<file path="config.mk">
export PLATFORM = sky130hd
export DESIGN_NAME = simd_int8x16_alu_top
export DESIGN_NICKNAME = d
export VERILOG_FILES = /design/src/rtl/core/simd8x16_pkg.sv /design/src/rtl/core/simd_int8x16_alu_top.sv
export SDC_FILE = /design/constraint.sdc
export NUM_CORES = 2
export LEC_CHECK = 0
export ABC_AREA = 1
export BUFFER_PORTS_ARGS = -buffer_cell sky130_fd_sc_hd__buf_4
export CORE_UTILIZATION = 33
export CTS_CLUSTER_SIZE = 25
export DETAILED_ROUTE_END_ITERATION = 16
export SYNTH_ARGS = -nofsm -noshare
export SYNTH_HDL_FRONTEND = slang
export SYNTH_SLANG_ARGS = --single-unit
</file>
<file path="constraint.sdc">
create_clock -name clock -period 12.62 [get_ports clock]
set_input_delay 2.524 -clock clock [delete_from_list [all_inputs] [get_ports clock]]
set_output_delay 2.524 -clock clock [all_outputs]
set_load 0.1 [all_outputs]
</file>
<file path="src/rtl/core/simd8x16_pkg.sv">
// simd8x16_pkg: action codes and lane constants for the 16-lane int8 vector ALU.
// No dependencies; imported by simd_int8x16_alu_top.

package simd8x16_pkg;

   localparam int ACT_W      = 5;
   localparam int LANE_W     = 8;
   localparam int MAX_LANES  = 16;
   localparam int HALF_LANES = 8;
   localparam int HALF_W     = HALF_LANES * LANE_W;
   localparam int VEC_W      = MAX_LANES * LANE_W;

   localparam logic [LANE_W-1:0] SAT_MAX   = 8'h7F;
   localparam logic [LANE_W-1:0] SAT_MIN   = 8'h80;
   localparam logic [LANE_W-1:0] MASK_ON   = 8'hFF;
   localparam logic [LANE_W-1:0] MASK_OFF  = 8'h00;
   localparam logic [LANE_W-1:0] SEL_TRUE  = 8'h01;
   localparam logic [3:0]        MAX_SHIFT = 4'd8;

   typedef enum logic [ACT_W-1:0] {
      ACT_BUILD  = 5'd0,
      ACT_SPLAT  = 5'd1,
      ACT_NEG    = 5'd2,
      ACT_ADD    = 5'd3,
      ACT_SUB    = 5'd4,
      ACT_MUL    = 5'd5,
      ACT_ADDSAT = 5'd6,
      ACT_SUBSAT = 5'd7,
      ACT_MIN    = 5'd8,
      ACT_MAX    = 5'd9,
      ACT_LT     = 5'd10,
      ACT_LE     = 5'd11,
      ACT_EQ     = 5'd12,
      ACT_NE     = 5'd13,
      ACT_GT     = 5'd14,
      ACT_GE     = 5'd15,
      ACT_SHL    = 5'd16,
      ACT_SHR    = 5'd17,
      ACT_SELECT = 5'd18
   } action_type;

endpackage

</file>
<file path="src/rtl/core/simd_int8x16_alu_top.sv">
// simd_int8x16_alu_top: 16-lane signed 8-bit vector ALU, input register,
// lane logic, result register. Depends on simd8x16_pkg.
//
//  channel | ports                                   | direction
//  --------+-----------------------------------------+----------
//  request | req_valid/req_ready, req_action, a/b/c  | in
//          | halves, req_scalar                      |
//  result  | rsp_valid/rsp_ready, rsp_result_low/high| out
//
// The accepting edge loads a word into the input register; its lane results load
// into the result register once that is empty or being drained, and rsp_valid
// then rises. A new word is accepted every cycle unless the result register
// stalls; throughput is set by the single-pass lane datapath.
// Reset clears both valid flags; payload registers hold whatever they had.
// A stalled result holds in place; the input register advances into the
// result register only when the result register is empty or being drained.

module simd_int8x16_alu_top #(
   parameter int LANES = 16
) (
   input  logic                             clock,
   input  logic                             reset,
   input  logic                             req_valid,
   output logic                             req_ready,
   input  logic [simd8x16_pkg::ACT_W-1:0]   req_action,
   input  logic [simd8x16_pkg::HALF_W-1:0]  req_a_low,
   input  logic [simd8x16_pkg::HALF_W-1:0]  req_a_high,
   input  logic [simd8x16_pkg::HALF_W-1:0]  req_b_low,
   input  logic [simd8x16_pkg::HALF_W-1:0]  req_b_high,
   input  logic [simd8x16_pkg::HALF_W-1:0]  req_c_low,
   input  logic [simd8x16_pkg::HALF_W-1:0]  req_c_high,
   input  logic signed [simd8x16_pkg::LANE_W-1:0] req_scalar,
   output logic                             rsp_valid,
   input  logic                             rsp_ready,
   output logic [simd8x16_pkg::HALF_W-1:0]  rsp_result_low,
   output logic [simd8x16_pkg::HALF_W-1:0]  rsp_result_high
);
   import simd8x16_pkg::*;

   // One lane of the ALU; every lane sees the same action and scalar.
   function automatic logic [LANE_W-1:0] lane_op(
      input logic [ACT_W-1:0]  act,
      input logic [LANE_W-1:0] ua,
      input logic [LANE_W-1:0] ub,
      input logic [LANE_W-1:0] uc,
      input logic [LANE_W-1:0] usc
   );
      logic signed [LANE_W-1:0] sa;
      logic signed [LANE_W-1:0] sb;
      logic signed [LANE_W-1:0] ssc;
      logic [3:0]               cnt;
      logic [LANE_W:0]          sum;
      logic [LANE_W:0]          dif;
      logic [LANE_W-1:0]        sum_sat;
      logic [LANE_W-1:0]        dif_sat;
      logic [LANE_W-1:0]        res;
      sa  = $signed(ua);
      sb  = $signed(ub);
      ssc = $signed(usc);
      // Clamp a count outside 0..8 to 8.
      if (ssc < 0 || ssc > $signed(8'(MAX_SHIFT)))
         cnt = MAX_SHIFT;
      else
         cnt = usc[3:0];
      // Nine-bit exact sum and difference; top two bits disagree on overflow.
      sum = {ua[LANE_W-1], ua} + {ub[LANE_W-1], ub};
      dif = {ua[LANE_W-1], ua} - {ub[LANE_W-1], ub};
      if (sum[LANE_W] != sum[LANE_W-1])
         sum_sat = sum[LANE_W] ? SAT_MIN : SAT_MAX;
      else
         sum_sat = sum[LANE_W-1:0];
      if (dif[LANE_W] != dif[LANE_W-1])
         dif_sat = dif[LANE_W] ? SAT_MIN : SAT_MAX;
      else
         dif_sat = dif[LANE_W-1:0];
      case (act)
         ACT_BUILD:  res = ua;
         ACT_SPLAT:  res = usc;
         ACT_NEG:    res = LANE_W'(0) - ua;
         ACT_ADD:    res = ua + ub;
         ACT_SUB:    res = ua - ub;
         ACT_MUL:    res = LANE_W'(ua * ub);
         ACT_ADDSAT: res = sum_sat;
         ACT_SUBSAT: res = dif_sat;
         ACT_MIN:    res = (sa < sb) ? ua : ub;
         ACT_MAX:    res = (sa > sb) ? ua : ub;
         ACT_LT:     res = (sa <  sb) ? MASK_ON : MASK_OFF;
         ACT_LE:     res = (sa <= sb) ? MASK_ON : MASK_OFF;
         ACT_EQ:     res = (sa == sb) ? MASK_ON : MASK_OFF;
         ACT_NE:     res = (sa != sb) ? MASK_ON : MASK_OFF;
         ACT_GT:     res = (sa >  sb) ? MASK_ON : MASK_OFF;
         ACT_GE:     res = (sa >= sb) ? MASK_ON : MASK_OFF;
         ACT_SHL:    res = ua << cnt;
         ACT_SHR:    res = LANE_W'(sa >>> cnt);
         ACT_SELECT: res = (ua == SEL_TRUE) ? ub : uc;
         default:    res = MASK_OFF;
      endcase
      return res;
   endfunction

   // Input register stage.
   logic               in_valid_ff;
   logic [ACT_W-1:0]   in_act_ff;
   logic [VEC_W-1:0]   in_a_ff;
   logic [VEC_W-1:0]   in_b_ff;
   logic [VEC_W-1:0]   in_c_ff;
   logic [LANE_W-1:0]  in_scalar_ff;

   // Result register stage.
   logic               out_valid_ff;
   logic [VEC_W-1:0]   out_res_ff;
   logic [VEC_W-1:0]   out_res_in;

   logic out_open;
   logic in_open;
   logic req_take;
   logic in_move;

   // Result register frees up when empty or drained this cycle.
   assign out_open  = !out_valid_ff || rsp_ready;
   assign in_open   = !in_valid_ff || out_open;
   assign req_ready = in_open;
   assign req_take  = req_valid && in_open;
   assign in_move   = in_valid_ff && out_open;

   always_ff @(posedge clock) begin
      if (reset) begin
         in_valid_ff <= 1'b0;
      end else if (in_open) begin
         in_valid_ff <= req_valid;
      end
      if (req_take) begin
         in_act_ff    <= req_action;
         in_a_ff      <= {req_a_high, req_a_low};
         in_b_ff      <= {req_b_high, req_b_low};
         in_c_ff      <= {req_c_high, req_c_low};
         in_scalar_ff <= req_scalar;
      end
   end

   // Lanes at LANES and above drop to zero.
   for (genvar k = 0; k < MAX_LANES; k++) begin : g_lane
      if (k < LANES) begin : g_live
         assign out_res_in[k*LANE_W +: LANE_W] =
            lane_op(in_act_ff, in_a_ff[k*LANE_W +: LANE_W],
                    in_b_ff[k*LANE_W +: LANE_W], in_c_ff[k*LANE_W +: LANE_W],
                    in_scalar_ff);
      end else begin : g_off
         assign out_res_in[k*LANE_W +: LANE_W] = MASK_OFF;
      end
   end

   always_ff @(posedge clock) begin
      if (reset) begin
         out_valid_ff <= 1'b0;
      end else if (out_open) begin
         out_valid_ff <= in_valid_ff;
      end
      if (in_move) begin
         out_res_ff <= out_res_in;
      end
   end

   assign rsp_valid       = out_valid_ff;
   assign rsp_result_low  = out_res_ff[HALF_W-1:0];
   assign rsp_result_high = out_res_ff[VEC_W-1:HALF_W];

endmodule

</file>
==> flow_summary_export.csv <==
group,metric,value,unit
grt,globalRouteMet3Util,0.0591,
floorplan,core,0.215,mm^2
grt,track_usage,0.275,
grt,top_usage_layer,"met2",
placement,dpl.hpwl,228000,um
grt,gr-total-overflow,0,
setup_path,endpoint_kind,"output port",
floorplan,die_height,469,um
routing,ant_nets,0,
timing,rsz0062_at_grt,"no",
routing,viasPerCell,5.35,
power_and_ir_drop,swShare,0.432,
yosys,yosys.area.top_type,"edfxtp_1",
final_layout,final_cell_mix,"nand2_1, inv_1, nand3_1, nor2_1, buf_4",
grt,grt_max_degree,138,
yosys,yosysTopAreaCellShare,0.219,
power_and_ir_drop,comb_power_share,0.423,
placement,io_buffers,530,
grt,grt_pass1_wl,455000,um
routing,drc,0,
flow_run,cap_viol_max_count,0,
timing,fin_skew,0.0740,ns
power_and_ir_drop,powerDensity,94.2,mW/mm^2
final_layout,post-route-util,0.373,
yosys,synth-main-ff-cell,"edfxtp_1",
floorplan,pin_count,531,
grt,met1_usage,0.365,
clock_tree,hold_buffers,0,
power_and_ir_drop,p_clk_frac,0.272,
floorplan,initial_core_util,0.334,
clock_tree,clk_pin_slew,0.05,ns
clock_tree,htree_levels,3,
clock_tree,root_buffer,"clkbuf_16",
worst_hold_path,holdPathStages,2,
grt,grt_use_met2,0.418,
yosys,synth.distinct_cells,55,
clock_tree,cts_resized,0,
worst_hold_path,hold_path_class,"flip-flop to flip-flop",
yosys,ys_seq_elements,527,
yosys,synth_edf_count,525,
yosys,ys_seq_area_frac,0.220,
setup_path,setup.worst_path.start_class,"input port",
yosys,synth.avg_cell_area,6.29,um^2
timing,period_needed,5.65,ns
clock_tree,clock_path_buffers,3,
grt,grt_pass1_vias,71500,
floorplan,die_area,0.220,mm^2
timing,maxSlewHeadroom,0.140,
outcome,status,"completed",
setup_path,r2r-start,"in_a_ff[34]$_DFFE_PP_",
setup_path,required,10.10,ns
clock_tree,cts_made_buffers,67,
yosys,async_reset_ff_frac,0,
yosys,synthTopCellsByArea,"edfxtp_1, nand2_1, ha_1",
routing,num_vias,77700,
yosys,yosys_warnings,0,
yosys,synth_nets,12600,
timing,slew_viol_final,0,
setup_path,crit_path_max_fanout,3,
timing,hold-worst-slack,0.522,ns
routing,wl,311000,um
final_layout,nNetsFinal,12800,
setup_path,worstSetupPathType,"input port to output port",
final_layout,drive_gt1_frac,0.0748,
grt,antenna_found_initial,18,
timing,max_freq,177,MHz
power_and_ir_drop,p_seq_frac,0.304,
power_and_ir_drop,p_int,4.30,mW
yosys,syn_inst,11400,
timing,tightest_slew,1.29,ns
final_layout,final_common_cell,"nand2_1",
power_and_ir_drop,p_leak,42.4,nW
floorplan,fp-row-count,170,
worst_hold_path,hp-start,"in_valid_ff$_SDFFE_PP0N_",
timing,period_share,0.448,
setup_path,arrival,3.12,ns
setup_path,rr_worst_depth,17,
clock_tree,cts_tree,"yes",
timing,final_hold_viol_count,0,
floorplan,die_x,469,um
setup_path,rr_endpoint,"out_res_ff[37]$_DFFE_PP_",
power_and_ir_drop,p_sw,3.27,mW
timing,setup_viol,0,
worst_hold_path,hold_end,"rsp_valid$_SDFFE_PP0P_",
yosys,syn_area,0.0719,mm^2
clock_tree,cts_setup_buffers,0,
final_layout,syn_to_final_growth,11.8,%
routing,wl_per_cell,21.4,um
setup_path,ff2ff_setup_slack,7.88,ns
clock_tree,clk_latency,0.79,ns
power_and_ir_drop,vdd.ir_drop.worst,99.8,uV
placement,place_congestion,0.984,
routing,first_pass_iters,7,
routing,first_iter_violations,9667,
clock_tree,clock-sinks,527,
timing,setup_tns,0,ns
## area by class of cell
type	count	area, um^2
tap	2838	3550
timing repair buffer	609	4600
sequential	527	15800
fill	23500	135000
clock inverter	45	497
multi-input combinational	8669	47600
clock buffer	77	1780
inverter	1740	6560
antenna	3	7.51
## stage by stage
step	std cells	power, mW	cell area [um^2]	setup WS, ns
2_1_floorplan	11400	4.58	71900	0.750
6_report	14500	7.57	80400	6.97
3_3_place_gp	14400	5.47	78100	6.96
5_1_grt	14500	8.09	80300	6.92
3_5_place_dp	14400	5.48	78100	6.97
4_1_cts	14500	7.58	80300	6.97
## cell families after synthesis
logic type               count (synthesis)  synth area share
AO/OA/AOI/OAI                         1343             0.103
XOR/XNOR                               240            0.0292
adder cells (fa/ha/maj)                774             0.158
buffers and inverters                 2233             0.122
flip-flops                             527             0.220
multiplexers                             1          0.000139
AND/OR/NAND/NOR                       6311             0.368
## power by group through the flow
stage	sequential, mW	clock, mW	combinational [mW]
CTS	2.30	2.12	3.17
floorplan	2.44	0	2.14
global placement	2.33	0	3.13
detailed placement	2.33	0	3.15
global route	2.31	2.17	3.61
finish	2.30	2.06	3.21
## cell usage after synthesis (3+ instances only)
master     number
a211oi_1        7
a21o_1          8
a21oi_1       512
a221oi_1        8
a311oi_1        3
a31oi_1        23
and2_0          3
and2_1         15
buf_1          21
buf_2         226
buf_4          10
buf_6           3
clkbuf_1      223
clkbuf_2       10
clkinv_1        6
edfxtp_1      525
fa_1          224
ha_1          550
inv_1        1714
inv_2          19
nand2_1      3693
nand2_2        15
nand2b_1        3
nand3_1      1316
nand3_2         4
nand3b_1       40
nand4_1       210
nor2_1        851
nor2_2         26
nor2_4          3
nor3_1         73
o2111ai_1       7
o211ai_1      155
o21a_1         12
o21ai_0       512
o21ai_1        34
o21bai_1       20
o22ai_1        30
o31ai_1         3
or2_2          55
xnor2_1        99
xor2_1        141
## routing by layer
layer	wire length, um	vias up
met1	128000	35600
met5	62	-
met4	18200	10
met2	132000	4157
li1	-	37100
met3	33000	810
## worst max path at each step
| stage | start | end | slack (ns) |
|---|---|---|---|
| 2_1_floorplan | rsp_ready | in_a_ff[0]$_DFFE_PP_ | 0.75 |
| 3_3_place_gp | rsp_ready | req_ready | 6.96 |
| 3_5_place_dp | rsp_ready | req_ready | 6.97 |
| 4_1_cts | rsp_ready | req_ready | 6.97 |
| 5_1_grt | rsp_ready | req_ready | 6.92 |
| 6_report | rsp_ready | req_ready | 6.97 |
## flip-flops by register name, indices dropped and copies added (netlist names)
register and cells:
rsp_valid 1, out_res_ff 128, in_valid_ff 1, in_act_ff 5, in_b_ff 128, in_c_ff 128, in_a_ff 128, in_scalar_ff 8
## critical path, cell delays in order
cell and delay [ns]:
buf_4 0.11, inv_1 0.11, nand3_1 0.12, buf_4 0.26
(Power assumes the default switching activity.)
